**src/rtl/kpi_ram.sv**
```systemverilog
// generic simple dual-port ram with registered read
module kpi_ram #(
    parameter int WIDTH = 8,
    parameter int DEPTH = 16
) (
    input  logic                     i_clk,
    input  logic                     i_we,
    input  logic [$clog2(DEPTH)-1:0] i_waddr,
    input  logic [WIDTH-1:0]         i_wdata,
    input  logic                     i_re,
    input  logic [$clog2(DEPTH)-1:0] i_raddr,
    output logic [WIDTH-1:0]         o_rdata
);
    logic [WIDTH-1:0] r_mem [DEPTH];
    logic [WIDTH-1:0] r_rdata;

    always_ff @(posedge i_clk) begin
        if (i_we) begin
            r_mem[i_waddr] <= i_wdata;
        end
        if (i_re) begin
            r_rdata <= r_mem[i_raddr];
        end
    end

    assign o_rdata = r_rdata;
endmodule

```
**config.mk**
```make
export PLATFORM = sky130hd
export DESIGN_NAME = kpi_ram
export DESIGN_NICKNAME = d
export VERILOG_FILES = /design/src/rtl/kpi_ram.sv
export SDC_FILE = /design/constraint.sdc
export NUM_CORES = 1
export LEC_CHECK = 0
export ABC_AREA = 1
export BUFFER_PORTS_ARGS = -buffer_cell sky130_fd_sc_hd__clkbuf_2
export CAP_MARGIN = 25
export CORE_MARGIN = 2
export CORE_UTILIZATION = 55
export CTS_BUF_LIST = sky130_fd_sc_hd__clkbuf_16
export CTS_CLUSTER_DIAMETER = 100
export DETAILED_ROUTE_END_ITERATION = 10
export GPL_TIMING_DRIVEN = 0
export PLACE_DENSITY_LB_ADDON = 0.12
export SLEW_MARGIN = 30
export SYNTH_ARGS = -nofsm -noshare
export SYNTH_HDL_FRONTEND = slang
export SYNTH_SLANG_ARGS = --single-unit
```
**constraint.sdc**
```tcl
create_clock -name i_clk -period 3.4 [get_ports i_clk]
set_input_delay 0.51 -clock i_clk [delete_from_list [all_inputs] [get_ports i_clk]]
set_output_delay 0.51 -clock i_clk [all_outputs]
set_load 0.01 [all_outputs]
```
==> results.md <==
Synthesis:
- The number of nets in the synthesized netlist is 570.
- The post-synthesis sequential area ratio is 69.8%.
- The share of the synthesized area in compound gates (AO/OA/AOI/OAI) is 0%.
- After synthesis, the share of cell area in mux cells is 0%.
- The synthesized design contains 136 register bits.
- Of the total synthesized cell area, the portion taken by full adders, half adders and majority gates is 0%.
- After synthesis the cells add up to 5850 sq um.
- Yosys printed 0 warnings.
- Summing the areas of all xor and xnor instances in the mapped netlist gives 0% of the synthesized area.
- The cell count after synthesis came out at 551.
- By area, the combinational part of the netlist is dominated by simple AND/OR/NAND/NOR gates.
- The number of different library cells used by synthesis comes to 11.
- A synthesized cell averages 10.6 sq um.
- The area share of and/or/nand/nor cells after synthesis is 20.8%.

Worst setup path:
- The type of the worst setup path is primary input to flip-flop.
- Data on the critical path arrives at its endpoint at 1.62 ns.
- The worst setup path is captured at a flip-flop.
- At the worst endpoint, the required time is 3.44 ns.
- Of all nets on the critical path, the largest fanout is 8.
- The kind of start point of the critical path is a primary input.
- The depth of the most critical reg-to-reg path is 6.

Floorplanning:
- The placeable core region is 10300 sq um.
- The die is 107 um wide.
- The area enclosed by the die boundary is 11500 sq um.
- Pin placement for this block handled 27 I/O pins.
- The die boundary height is 107 um.
- The starting utilization of the core area is 56.6%.
- The floorplan has 37 rows.

Placed design:
- Routability-driven placement finished with a final weighted congestion of 0.831.
- The half-perimeter wire length of the detailed placement result is 8710 um.
- OpenSTA, run right after detailed placement, puts the worst setup slack at 1.38 ns.
- In this run the tool buffered the top-level ports with 23 buffer cells.

Global routing:
- The overall routing resource usage is 25.8%.
- The fraction of met1 tracks used by global routing is 38.0%.
- Entering global routing, the biggest net connects 17 pins.
- After global routing the overflow that remains totals 0.
- The number of global-route vias before repair is 3636.
- The met3 global-route usage is 6.69%.
- The global routing stage identified its most utilized layer as met1.
- For met2 alone, demand over resource in global routing was 37.7%.
- The initial antenna violation count came to 0.
- The first global-routing pass estimated 20900 um of wire.

Flow run:
- Across the run, the number of max-cap violations was 0.

Routing:
- Wires add up to 13600 um.
- The post-route antenna net violation count is 0.
- The detailed-router iteration count before antenna repair is 5.
- The first routing iteration left 498 violations.
- For this run, design rule violations remaining after detail routing come to 0.
- The detailed router placed 3976 vias in this run.
- Dividing the detail-routed wire length by the instance count gives 18.4 um.
- The detailed-route vias per instance is 5.36.

Power:
- Power spread over the standard cell area amounts to 607 nW/um^2.
- The switching component of the power is 0.857 mW.
- The sequential group share of total power is 46.2%.
- The internal portion of the total power is 3.25 mW.
- The leakage power is 2.94 nW.
- Across the VDD grid, the largest voltage drop is 0.000430 V.
- The proportion of total power due to net switching is 20.9%.
- The clock group share of total power is 47.8%.
- The combinational group share of total power is 6.0%.
- The post-route total power is 4.11 mW.

STA:
- On the final layout, the worst hold slack is 0.444 ns.
- Across all setup checks in the final design, the least slack found is 1.82 ns.
- The count of endpoints failing hold in the final timing report is 0.
- Counting I/O delays and the setup requirement, the final critical path takes 1.58 ns.
- After layout, the worst path uses 46.6% of the clock period.
- Based on the critical path, the design can be clocked at up to 631 MHz.
- The transition time at the pin with the least slew margin is 0.917 ns.
- Setup repair after global routing left no endpoint under its margin.
- The total negative slack is 0 ns.
- Setup violations remaining at the end of the flow were counted as 0.
- The maximum clock skew at final layout is 0.00565 ns.
- The relative slew slack is 38.6%.
- The final count of pins violating max slew is 0.

Layout:
- The proportion of layout cells with a drive suffix above 1 is 12.5%.
- In the final layout, flip-flops and latches occupy 4080 sq um.
- The layout overhead on the synthesized area is 15.7%.
- In the final layout, the multi-input gates occupy 1210 sq um.
- Leaving out fill and tap cells, the most frequent cell in the layout is sky130_fd_sc_hd__nand2_1.
- The final design utilization is 65.5%.
- Leaving out fill and tap cells, the most frequent cells in the layout are sky130_fd_sc_hd__nand2_1, sky130_fd_sc_hd__edfxtp_1, sky130_fd_sc_hd__inv_1.
- Counting the fill cells in the layout gives 803.
- The repair_antennas step left the layout with diodes totalling 0.
- The post-layout net count is 612.

Clock network:
- The post-CTS setup buffer count is 0.
- The clock root buffer master is sky130_fd_sc_hd__clkbuf_16.
- For this design, the sink count on the clock tree is 136.
- The number of H-tree branching levels is 4.
- The clock tree from TritonCTS is done.
- The number of hold buffers added after CTS is 0.
- Clock-pin slew was measured on the worst setup and hold paths at 0.06 ns.
- The total clock buffers created by CTS is 17.
- The clock insertion delay at the later pin of the skew report is 0.42 ns.
- After clock tree synthesis, the repair step resized 0 gates.
- The clock passes through at most 2 buffers.

Hold path:
- The worst hold path belongs to the class primary input to flip-flop.
- Counting instances, the worst hold path has a depth of 1.

Outcome:
- The flow ran to the end, and the final reports show no timing, DRC or antenna violations.
-- sequential cells by signal, summed over array words and instances (netlist names) --
signal   count
o_rdata      8
r_mem      128
-- synth_stat cells --
| cell type | count | area share [%] |
|---|---|---|
| sky130_fd_sc_hd__buf_2 | 13 | 1.1 |
| sky130_fd_sc_hd__buf_4 | 4 | 0.51 |
| sky130_fd_sc_hd__edfxtp_1 | 136 | 70 |
| sky130_fd_sc_hd__inv_2 | 2 | 0.13 |
| sky130_fd_sc_hd__nand3_1 | 97 | 8.3 |
| sky130_fd_sc_hd__buf_1 | 1 | 0.064 |
| sky130_fd_sc_hd__nor2_1 | 17 | 1.1 |
| sky130_fd_sc_hd__nand3b_1 | 2 | 0.26 |
| sky130_fd_sc_hd__buf_6 | 6 | 1.2 |
| sky130_fd_sc_hd__inv_1 | 100 | 6.4 |
| sky130_fd_sc_hd__nand2_1 | 173 | 11 |
-- stage by stage --
stage          cell area (sq um)  instances
6_report                    6770        742
5_1_grt                     6770        742
4_1_cts                     6770        742
3_5_place_dp                6130        710
3_3_place_gp                6130        710
2_1_floorplan               5850        551
-- cells by family (layout without fill, tap and decap cells) --
logic type | Yosys count | count (layout)
AND/OR/NAND/NOR | 289 | 289
flip-flops | 136 | 136
buffers and inverters | 126 | 181
-- power groups by stage --
stage | Sequential, mW | Combinational (mW) | Clock [mW]
2_1_floorplan | 1.94 | 0.132 | 0
3_3_place_gp | 1.93 | 0.237 | 0
3_5_place_dp | 1.93 | 0.240 | 0
4_1_cts | 1.90 | 0.243 | 1.97
5_1_grt | 1.90 | 0.267 | 2.05
6_report | 1.90 | 0.245 | 1.96
-- path summary, 6_finish.rpt --
path	startpoint	slack, ns	end
worst max-delay path	i_waddr[3]	1.82	r_mem[4][1]$_DFFE_PP_
worst min-delay path	i_re	0.44	o_rdata[1]$_DFFE_PP_
worst max register to register	r_mem[7][0]$_DFFE_PP_	2.24	o_rdata[0]$_DFFE_PP_
worst min register to register	r_mem[8][3]$_DFFE_PP_	0.78	o_rdata[3]$_DFFE_PP_
-- area by class of cell --
cell class	instances	area share [%]
buffer	24	2.46
clock buffer	17	6.29
clock inverter	15	3.09
inverter	102	5.66
multi-input combinational	289	17.9
sequential	136	60.4
tap	136	2.51
timing repair buffer	23	1.70
-- routing by layer --
metal	part of all wire [%]	routed length, um
met1	43	5810
met2	45	6150
met3	11	1450
met4	1.6	220
met5	0	0
-- critical path: stages --
cell and delay [ns]:
sky130_fd_sc_hd__clkbuf_2 0.10, sky130_fd_sc_hd__nand3b_1 0.26, sky130_fd_sc_hd__nor2_1 0.75
Note: power is estimated with default switching activity, not from simulation.
