### src/rtl/kpi_pkg.sv
// shared constants, types and helper functions of the k-mer position index
package kpi_pkg;

    localparam int MAX_K        = 3;
    localparam int BUCKET_SLOTS = 16;
    localparam int POS_BITS     = 16;
    localparam int ALPHABET     = 26;

    function automatic int pow_alpha(input int n);
        int p;
        p = 1;
        for (int i = 0; i < n; i++) begin
            p = p * ALPHABET;
        end
        return p;
    endfunction

    localparam int NUM_BUCKETS = pow_alpha(MAX_K);
    localparam int BKT_W       = $clog2(NUM_BUCKETS);
    localparam int FILL_W      = $clog2(BUCKET_SLOTS + 1);
    localparam int META_W      = FILL_W + 1;
    localparam int ST_DEPTH    = NUM_BUCKETS * BUCKET_SLOTS;
    localparam int ST_AW       = $clog2(ST_DEPTH);
    localparam int K_W         = $clog2(MAX_K + 1);
    localparam int CMD_W       = 3;
    localparam int SYM_W       = 5;
    localparam int LEN_W       = 2;
    localparam int END_W       = POS_BITS + 1;
    localparam int ID_W        = ((CMD_W + SYM_W + 7) / 8) * 8;
    localparam int OD_W        = ((POS_BITS + END_W + 7) / 8) * 8;
    localparam int CFG_IDX_W   = 1;

    localparam logic [CMD_W-1:0] CMD_SEQ     = 3'd0;
    localparam logic [CMD_W-1:0] CMD_TAG     = 3'd1;
    localparam logic [CMD_W-1:0] CMD_LOOKUP  = 3'd2;
    localparam logic [CMD_W-1:0] CMD_FLATTEN = 3'd3;
    localparam logic [CMD_W-1:0] CMD_CLEAR   = 3'd4;

    localparam logic [CFG_IDX_W-1:0] REG_KMER_LENGTH = 1'd0;
    localparam logic [CFG_IDX_W-1:0] REG_DIFF_KQ     = 1'd1;

    localparam logic [SYM_W-1:0] LTR_I = 5'd8;
    localparam logic [SYM_W-1:0] LTR_K = 5'd10;
    localparam logic [SYM_W-1:0] LTR_L = 5'd11;
    localparam logic [SYM_W-1:0] LTR_Q = 5'd16;
    localparam logic [SYM_W-1:0] LTR_Z = 5'd25;

    typedef struct packed {
        logic [BKT_W-1:0]    bucket;
        logic [POS_BITS-1:0] start;
        logic                act;
        logic [CMD_W-1:0]    cmd;
    } t_front;

    function automatic logic [K_W-1:0] eff_k(input logic [LEN_W-1:0] len);
        if (len == '0) begin
            return K_W'(1);
        end
        if (int'(len) > MAX_K) begin
            return K_W'(MAX_K);
        end
        return K_W'(len);
    endfunction

endpackage

### src/rtl/kpi_front.sv
// letter folding, rolling letter window, stream position and bucket code
module kpi_front (
    input  logic                       i_clk,
    input  logic                       i_rst_n,
    input  logic                       i_take,
    input  logic [kpi_pkg::CMD_W-1:0]  i_cmd,
    input  logic [kpi_pkg::SYM_W-1:0]  i_sym,
    input  logic                       i_first,
    input  logic [kpi_pkg::K_W-1:0]    i_k,
    input  logic                       i_diff,
    output kpi_pkg::t_front            o_front
);
    import kpi_pkg::*;

    logic [SYM_W-1:0]    r_ltr [MAX_K];
    logic [SYM_W-1:0]    n_ltr [MAX_K];
    logic [K_W-1:0]      r_seen, n_seen, seen_base;
    logic [POS_BITS-1:0] r_pos, n_pos, pos_base;
    logic [SYM_W-1:0]    sym, folded;
    logic [BKT_W-1:0]    acc;
    logic                is_seq;

    always_comb begin
        is_seq = (i_cmd == CMD_SEQ);
        sym    = (i_sym > LTR_Z) ? LTR_Z : i_sym;
        folded = sym;
        if (sym == LTR_L) begin
            folded = LTR_I;
        end else if (sym == LTR_Q && !i_diff) begin
            folded = LTR_K;
        end
        n_ltr[0] = folded;
        for (int j = 1; j < MAX_K; j++) begin
            n_ltr[j] = i_first ? '0 : r_ltr[j-1];
        end
        seen_base = i_first ? '0 : r_seen;
        n_seen    = (int'(seen_base) < MAX_K) ? seen_base + K_W'(1) : seen_base;
        pos_base  = (i_first && is_seq) ? '0 : r_pos;
        n_pos     = is_seq ? pos_base + POS_BITS'(1) : r_pos;
        acc = '0;
        for (int j = 0; j < MAX_K; j++) begin
            if (j < int'(i_k)) begin
                acc = acc + BKT_W'(pow_alpha(j)) * BKT_W'(n_ltr[j]);
            end
        end
        o_front.bucket = acc;
        o_front.start  = pos_base - POS_BITS'(i_k) + POS_BITS'(1);
        o_front.cmd    = i_cmd;
        if (is_seq) begin
            o_front.act = (n_seen >= i_k);
        end else begin
            o_front.act = (seen_base < i_k) && (n_seen == i_k);
        end
    end

    always_ff @(posedge i_clk) begin
        if (!i_rst_n) begin
            for (int j = 0; j < MAX_K; j++) begin
                r_ltr[j] <= '0;
            end
            r_seen <= '0;
            r_pos  <= '0;
        end else if (i_take) begin
            r_ltr  <= n_ltr;
            r_seen <= n_seen;
            r_pos  <= n_pos;
        end
    end
endmodule

### config.mk
export PLATFORM = sky130hd
export DESIGN_NAME = kpi_front
export DESIGN_NICKNAME = d
export VERILOG_FILES = /design/src/rtl/kpi_pkg.sv /design/src/rtl/kpi_front.sv
export SDC_FILE = /design/constraint.sdc
export NUM_CORES = 1
export LEC_CHECK = 0
export ABC_AREA = 1
export BUFFER_PORTS_ARGS = -buffer_cell sky130_fd_sc_hd__buf_2
export CORE_MARGIN = 1.5
export CORE_UTILIZATION = 50
export CTS_CLUSTER_DIAMETER = 150
export DETAILED_ROUTE_END_ITERATION = 10
export PLACE_DENSITY_LB_ADDON = 0.3
export SKIP_CTS_REPAIR_TIMING = 1
export SLEW_MARGIN = 10
export SYNTH_ARGS = -nofsm -noshare
export SYNTH_HDL_FRONTEND = slang
export SYNTH_SLANG_ARGS = --single-unit
### constraint.sdc
create_clock -name i_clk -period 6.1 [get_ports i_clk]
set_input_delay 1.22 -clock i_clk [delete_from_list [all_inputs] [get_ports i_clk]]
set_output_delay 1.22 -clock i_clk [all_outputs]
set_load 0.005 [all_outputs]
==> impl_metrics.env, run 1 <==
export IMPL_status="finished clean"
export IMPL_cts_max_level=1
export IMPL_leakagePower_nw=2.81
export IMPL_ys_ff_latch=28
export IMPL_cts_root_buf="clkbuf_8"
export IMPL_num_fill_cells=751
export IMPL_antenna_cells=0
export IMPL_path_class="primary input to output pin"
export IMPL_core_rowCount=33
export IMPL_io_pins=50
export IMPL_dr_first_iter_drc_count=203
export IMPL_synthDistinctLibCells=38
export IMPL_syn_area_mm2=0.00416
export IMPL_path_clk_slew_ns=0.09
export IMPL_fin_area_mm2=0.00498
export IMPL_tritoncts="built"
export IMPL_overflow=0
export IMPL_dr_pass1_iters=5
export IMPL_yosysWarnings=0
export IMPL_numCtsBuffers=3
export IMPL_nets=815
export IMPL_finalWirelength_um=10400
export IMPL_startpoint_type="primary input"
export IMPL_areaGrowthSynthToFinish_pct=19.7
export IMPL_critPathMaxFanout=5
export IMPL_antenna_found_initial=0
export IMPL_start_util=0.511
export IMPL_synthArstFlopShare=0
export IMPL_fin_skew_ns=0.00455
export IMPL_slew_viol_final=0
export IMPL_placed_area_mm2=0.00455
export IMPL_grt_usage=0.230
export IMPL_syn_avg_cell_area_um2=6.28
export IMPL_drive_above_1_share=0.203
export IMPL_dieArea_mm2=0.00888
export IMPL_pwr_density_cell_mw_per_mm2=104
export IMPL_arrival_ns=4.72
export IMPL_synth_top_flop_cell="dfxtp_1"
export IMPL_stdcell_count=825
export IMPL_cts_sinks=28
export IMPL_viasPerCell=5.30
export IMPL_coreArea_mm2=0.00813
export IMPL_hold_viol_final=0
export IMPL_grt_first_pass_wirelength_um=16900
export IMPL_hold_class="register to register"
export IMPL_ant_nets=0
export IMPL_dp_cells=814
export IMPL_gp_congestion=0.872
export IMPL_setup_viol=0
export IMPL_cts_buffer_depth=2
export IMPL_clk_latency_ns=0.27
export IMPL_hold_slack_ns=0.470
export IMPL_die_x_um=94.2
export IMPL_relSlewSlack=0.637
export IMPL_dpl_hpwl_um=8020
export IMPL_ys_seq_area_frac=0.135
export IMPL_fmax_ghz=0.168
export IMPL_detail_route_wl_per_cell_um=12.6
export IMPL_timing_final_crit_share=0.973
export IMPL_crit_slowest_cell="fa_1"
export IMPL_max_cap_viol_count=0
export IMPL_required_ns=4.88
export IMPL_path_common_cell="nand2_2"
export IMPL_io_buffers=49
export IMPL_critPathBufInv=6
export IMPL_vias=4370
export IMPL_critPathMaxStageDelay_ns=0.53
export IMPL_grt_max_degree=27
export IMPL_period_needed_ns=5.94
export IMPL_synth_cells=662
export IMPL_die_height_um=94.2
export IMPL_drc_errors=0
export IMPL_path_delay_family="adder cells"
export IMPL_tightestPinTransition_ns=0.541
export IMPL_grt_pass1_vias=4054
export IMPL_synth_edf_count=0
export IMPL_irDropWorstVdd_mv=0.190
export IMPL_end_kind="output pin"
export IMPL_syn_nets=756
## worst paths after layout
check                  from           to  slack, ns  cells past startpoint
setup / recovery    i_first  o_front[33]       0.16                     25
hold / removal    r_pos[10]    r_pos[10]       0.47                      2
setup reg to reg   r_pos[2]    r_pos[14]       4.31                      8
hold reg to reg   r_pos[10]    r_pos[10]       0.47                      2
## through the flow
stage | power (W) | TNS [ns] | util | setup WS, ns
after CTS | 0.000488 | -0.647 | 0.567 | -0.164
after global placement | 0.000368 | -0.0493 | 0.560 | -0.0295
after detailed placement | 0.000373 | -0.528 | 0.560 | -0.142
final | 0.000517 | 0 | 0.612 | 0.163
after floorplan | 0.000316 | 0 | - | 0.138
after global routing | 0.000553 | -0.101 | 0.612 | -0.0429
## placed cells by master, fill, tap and decap left out, types with 7 or more instances in the layout
master and instances:
a21oi_1 44, buf_2 48, buf_4 21, dfxtp_1 28, fa_1 7, ha_1 58, ha_4 11, inv_1 92
inv_2 9, nand2_1 159, nand2_2 16, nand3_1 34, nand4_1 15, nor2_1 50, nor2_2 7, nor3_1 9
o21ai_0 28, o21ai_1 7, xnor2_1 8, xor2_1 15
## synth_stat cells (2+ instances only)
library cell	number	area, um^2
inv_1	102	383
or2_2	2	12.5
o21ai_0	33	165
a31oi_1	3	18.8
nor2_2	2	12.5
a21boi_0	2	15.0
nand2_1	174	653
xnor2_1	9	78.8
xor2_1	16	140
o21bai_1	4	30.0
nor3b_1	2	15.0
nand3b_1	2	15.0
fa_1	8	160
buf_2	4	20.0
nand4_1	15	93.8
clkbuf_1	7	26.3
nor3_1	10	50.1
a21o_1	3	22.5
dfxtp_1	28	561
o21ai_1	3	15.0
nand3_1	37	185
ha_1	71	888
nand2_2	2	12.5
a21oi_1	49	245
buf_4	3	22.5
nor2_1	59	221
## where the power goes
group	total (W)	internal, W	leakage, nW	switching (W)
sequential	0.000191	0.000188	0.228	0.00000322
combinational	0.000213	0.0000887	2.55	0.000124
clock	0.000113	0.0000577	0.0288	0.0000550
## cells by family after synthesis
family	synth area share
AND/OR/NAND/NOR	0.316
flip-flops	0.135
XOR/XNOR	0.0526
buffers and inverters	0.114
AO/OA/AOI/OAI	0.131
adder cells (fa/ha/maj)	0.252
## final cells by class
type / instances / area [um^2] / area share
inverter: 105 / 400 / 0.0804
clock buffer: 4 / 55.1 / 0.0111
timing repair buffer: 69 / 398 / 0.0799
tap: 105 / 131 / 0.0264
multi-input combinational: 514 / 3440 / 0.690
sequential: 28 / 561 / 0.113
## registers in the layout, summed over array words and instances (netlist names)
name / count
r_ltr: 10
r_pos: 16
r_seen: 2
## metal layers
metal | vias up | track usage | share of wire | wire [um]
met5 | - | 0 | 0 | 0
met4 | 0 | 0.0473 | 0.016 | 167
met3 | 20 | 0.0372 | 0.050 | 516
met2 | 118 | 0.435 | 0.51 | 5320
met1 | 1988 | 0.268 | 0.42 | 4360
li1 | 2244 | - | - | -
## worst register-to-register path, stage by stage (launching register included)
cell and delay (ns):
dfxtp_1 0.40, nand2_2 0.08, inv_2 0.16, ha_1 0.23, nand4_1 0.15, nor2_1 0.22, nand3_1 0.13, o21ai_0 0.15
nor3b_1 0.20
Note: power is estimated with default switching activity, not from simulation.
==> run 2, diff against run 1 <==
--- a/config.mk
+++ b/config.mk
@@ -11,7 +11,8 @@
 export CORE_UTILIZATION = 50
 export CTS_CLUSTER_DIAMETER = 150
 export DETAILED_ROUTE_END_ITERATION = 10
-export PLACE_DENSITY_LB_ADDON = 0.3
+export PLACE_DENSITY_LB_ADDON = 0.05
+export REMOVE_ABC_BUFFERS = 1
 export SKIP_CTS_REPAIR_TIMING = 1
 export SLEW_MARGIN = 10
 export SYNTH_ARGS = -nofsm -noshare
==> impl_metrics.env, run 2 (same netlist as run 1, synthesis figures left out) <==
export IMPL_drc_errors=0
export IMPL_p_int_w=0.000369
export IMPL_stdcell_count=830
export IMPL_hold_viol_final=0
export IMPL_max_cap_viol_count=0
export IMPL_cts_root_buf="clkbuf_8"
export IMPL_grt_max_degree=27
export IMPL_die_height_um=94.2
export IMPL_finalWirelength_um=10300
export IMPL_wl_met2_um=4700
export IMPL_num_fill_cells=804
export IMPL_slew_viol_final=0
export IMPL_path_clk_slew_ns=0.10
export IMPL_dieArea_mm2=0.00888
export IMPL_startpoint_type="primary input"
export IMPL_top_regs="r_pos x16, r_ltr x10, r_seen x2"
export IMPL_path_class="primary input to output pin"
export IMPL_wl_met1_um=5210
export IMPL_dr_pass1_iters=4
export IMPL_numCtsBuffers=3
export IMPL_required_ns=4.88
export IMPL_sw_frac_of_total=0.334
export IMPL_leakagePower_nw=2.86
export IMPL_areaGrowthSynthToFinish_pct=21.0
export IMPL_io_pins=50
export IMPL_finalPower_w=0.000554
export IMPL_vias=4287
export IMPL_critPathBufInv=6
export IMPL_fmax_ghz=0.168
export IMPL_relSlewSlack=0.718
export IMPL_period_needed_ns=5.94
export IMPL_grt_pass1_vias=3798
export IMPL_coreArea_mm2=0.00813
export IMPL_status="finished clean"
export IMPL_viasPerCell=5.17
export IMPL_antenna_found_initial=0
export IMPL_mostFrequentLayoutCells="160 x nand2_1, 92 x inv_1, 58 x ha_1, 53 x nor2_1, 48 x buf_2"
export IMPL_pwr_density_cell_mw_per_mm2=110
export IMPL_cts_max_level=1
export IMPL_wl_met3_um=312
export IMPL_place_ws_ns=-0.141
export IMPL_cts_sinks=28
export IMPL_overflow=0
export IMPL_largest_register_ffs=16
export IMPL_timing_final_crit_share=0.975
export IMPL_tightestPinTransition_ns=0.421
export IMPL_pwr_share_clk=0.265
export IMPL_seqPwrFrac=0.346
export IMPL_start_util=0.511
export IMPL_final_common_cell="nand2_1"
export IMPL_cts_buffer_depth=2
export IMPL_die_x_um=94.2
export IMPL_critPathMaxFanout=5
export IMPL_path_delay_family="adder cells"
export IMPL_arrival_ns=4.72
export IMPL_clk_latency_ns=0.28
export IMPL_tritoncts="built"
export IMPL_dr_first_iter_drc_count=185
export IMPL_combPwrFrac=0.389
export IMPL_p_sw_w=0.000185
export IMPL_critPathMaxStageDelay_ns=0.54
export IMPL_crit_slowest_cell="fa_2"
export IMPL_grt_usage=0.232
export IMPL_irDropWorstVdd_mv=0.0902
export IMPL_r2r_setup_slack_ns=4.22
export IMPL_setup_ws_ns=0.155
export IMPL_core_rowCount=33
export IMPL_dpl_hpwl_um=8190
export IMPL_gp_congestion=0.865
export IMPL_grt_first_pass_wirelength_um=16900
export IMPL_hold_class="register to register"
export IMPL_route_top_layer_used="met4"
export IMPL_end_kind="output pin"
export IMPL_antenna_cells=0
export IMPL_ant_nets=0
export IMPL_fin_skew_ns=0.00671
export IMPL_setup_viol=0
export IMPL_io_buffers=49
export IMPL_dp_cells=817
export IMPL_path_common_cell="nand2_4"
export IMPL_detail_route_wl_per_cell_um=12.4
export IMPL_drive_above_1_share=0.199
export IMPL_nets=820
export IMPL_top_register="r_pos"
==> run 2: cell types whose count changed in the layout (fill, tap and decap cells not counted), sizes merged <==
cell    delta
buf        +5
bufinv     +1
clkbuf     -1
==> run 2: worst register-to-register path, stage by stage, from the launching register on <==
cell and delay, ns:
dfxtp_1 0.38, nand2_2 0.08, inv_2 0.17, ha_1 0.23, nand4_1 0.17, nor2_1 0.26, nand3_1 0.14, o21ai_0 0.15
nor3b_1 0.21
==> run 2: through the flow <==
stage                util  TNS (ns)  hold WS [ns]  cell area [um^2]
global placement    0.563    -0.128         0.452              4580
global route        0.619    -0.103         0.510              5030
floorplan               -         0         0.445              4080
finish              0.619         0         0.471              5030
detailed placement  0.563    -0.378         0.463              4580
CTS                 0.571    -0.437         0.479              4650
==> run 2: layer usage <==
metal / GRT usage / up-vias
met2: 0.379 / 77
met4: 0.0187 / 0
met3: 0.0218 / 9
li1: - / 2259
met1: 0.340 / 1942
met5: 0 / -
==> run 2: power groups by stage <==
| stage | logic [W] | clock network, W | registers, W |
|---|---|---|---|
| detailed placement | 0.000179 | 0 | 0.000195 |
| finish | 0.000216 | 0.000147 | 0.000191 |
| global route | 0.000243 | 0.000158 | 0.000192 |
| floorplan | 0.000115 | 0 | 0.000194 |
| global placement | 0.000176 | 0 | 0.000195 |
| CTS | 0.000180 | 0.000152 | 0.000191 |
==> run 2: final timing paths <==
path | start | end | cells after the start
hold reg to reg | r_pos[10] | r_pos[10] | 2
hold / removal | r_pos[10] | r_pos[10] | 2
setup / recovery | i_first | o_front[33] | 25
setup reg to reg | r_pos[2] | r_pos[14] | 8
==> run 2: cell type report <==
class                   instances  area [um^2]  share of cell area
clock inverters                 1         30.0             0.00597
flip-flops and latches         28          561               0.111
clock buffers                   3         41.3             0.00820
well taps                     105          131              0.0261
multi-input cells             514         3420               0.680
inverters                     105          403              0.0801
repair buffers                 74          443              0.0880
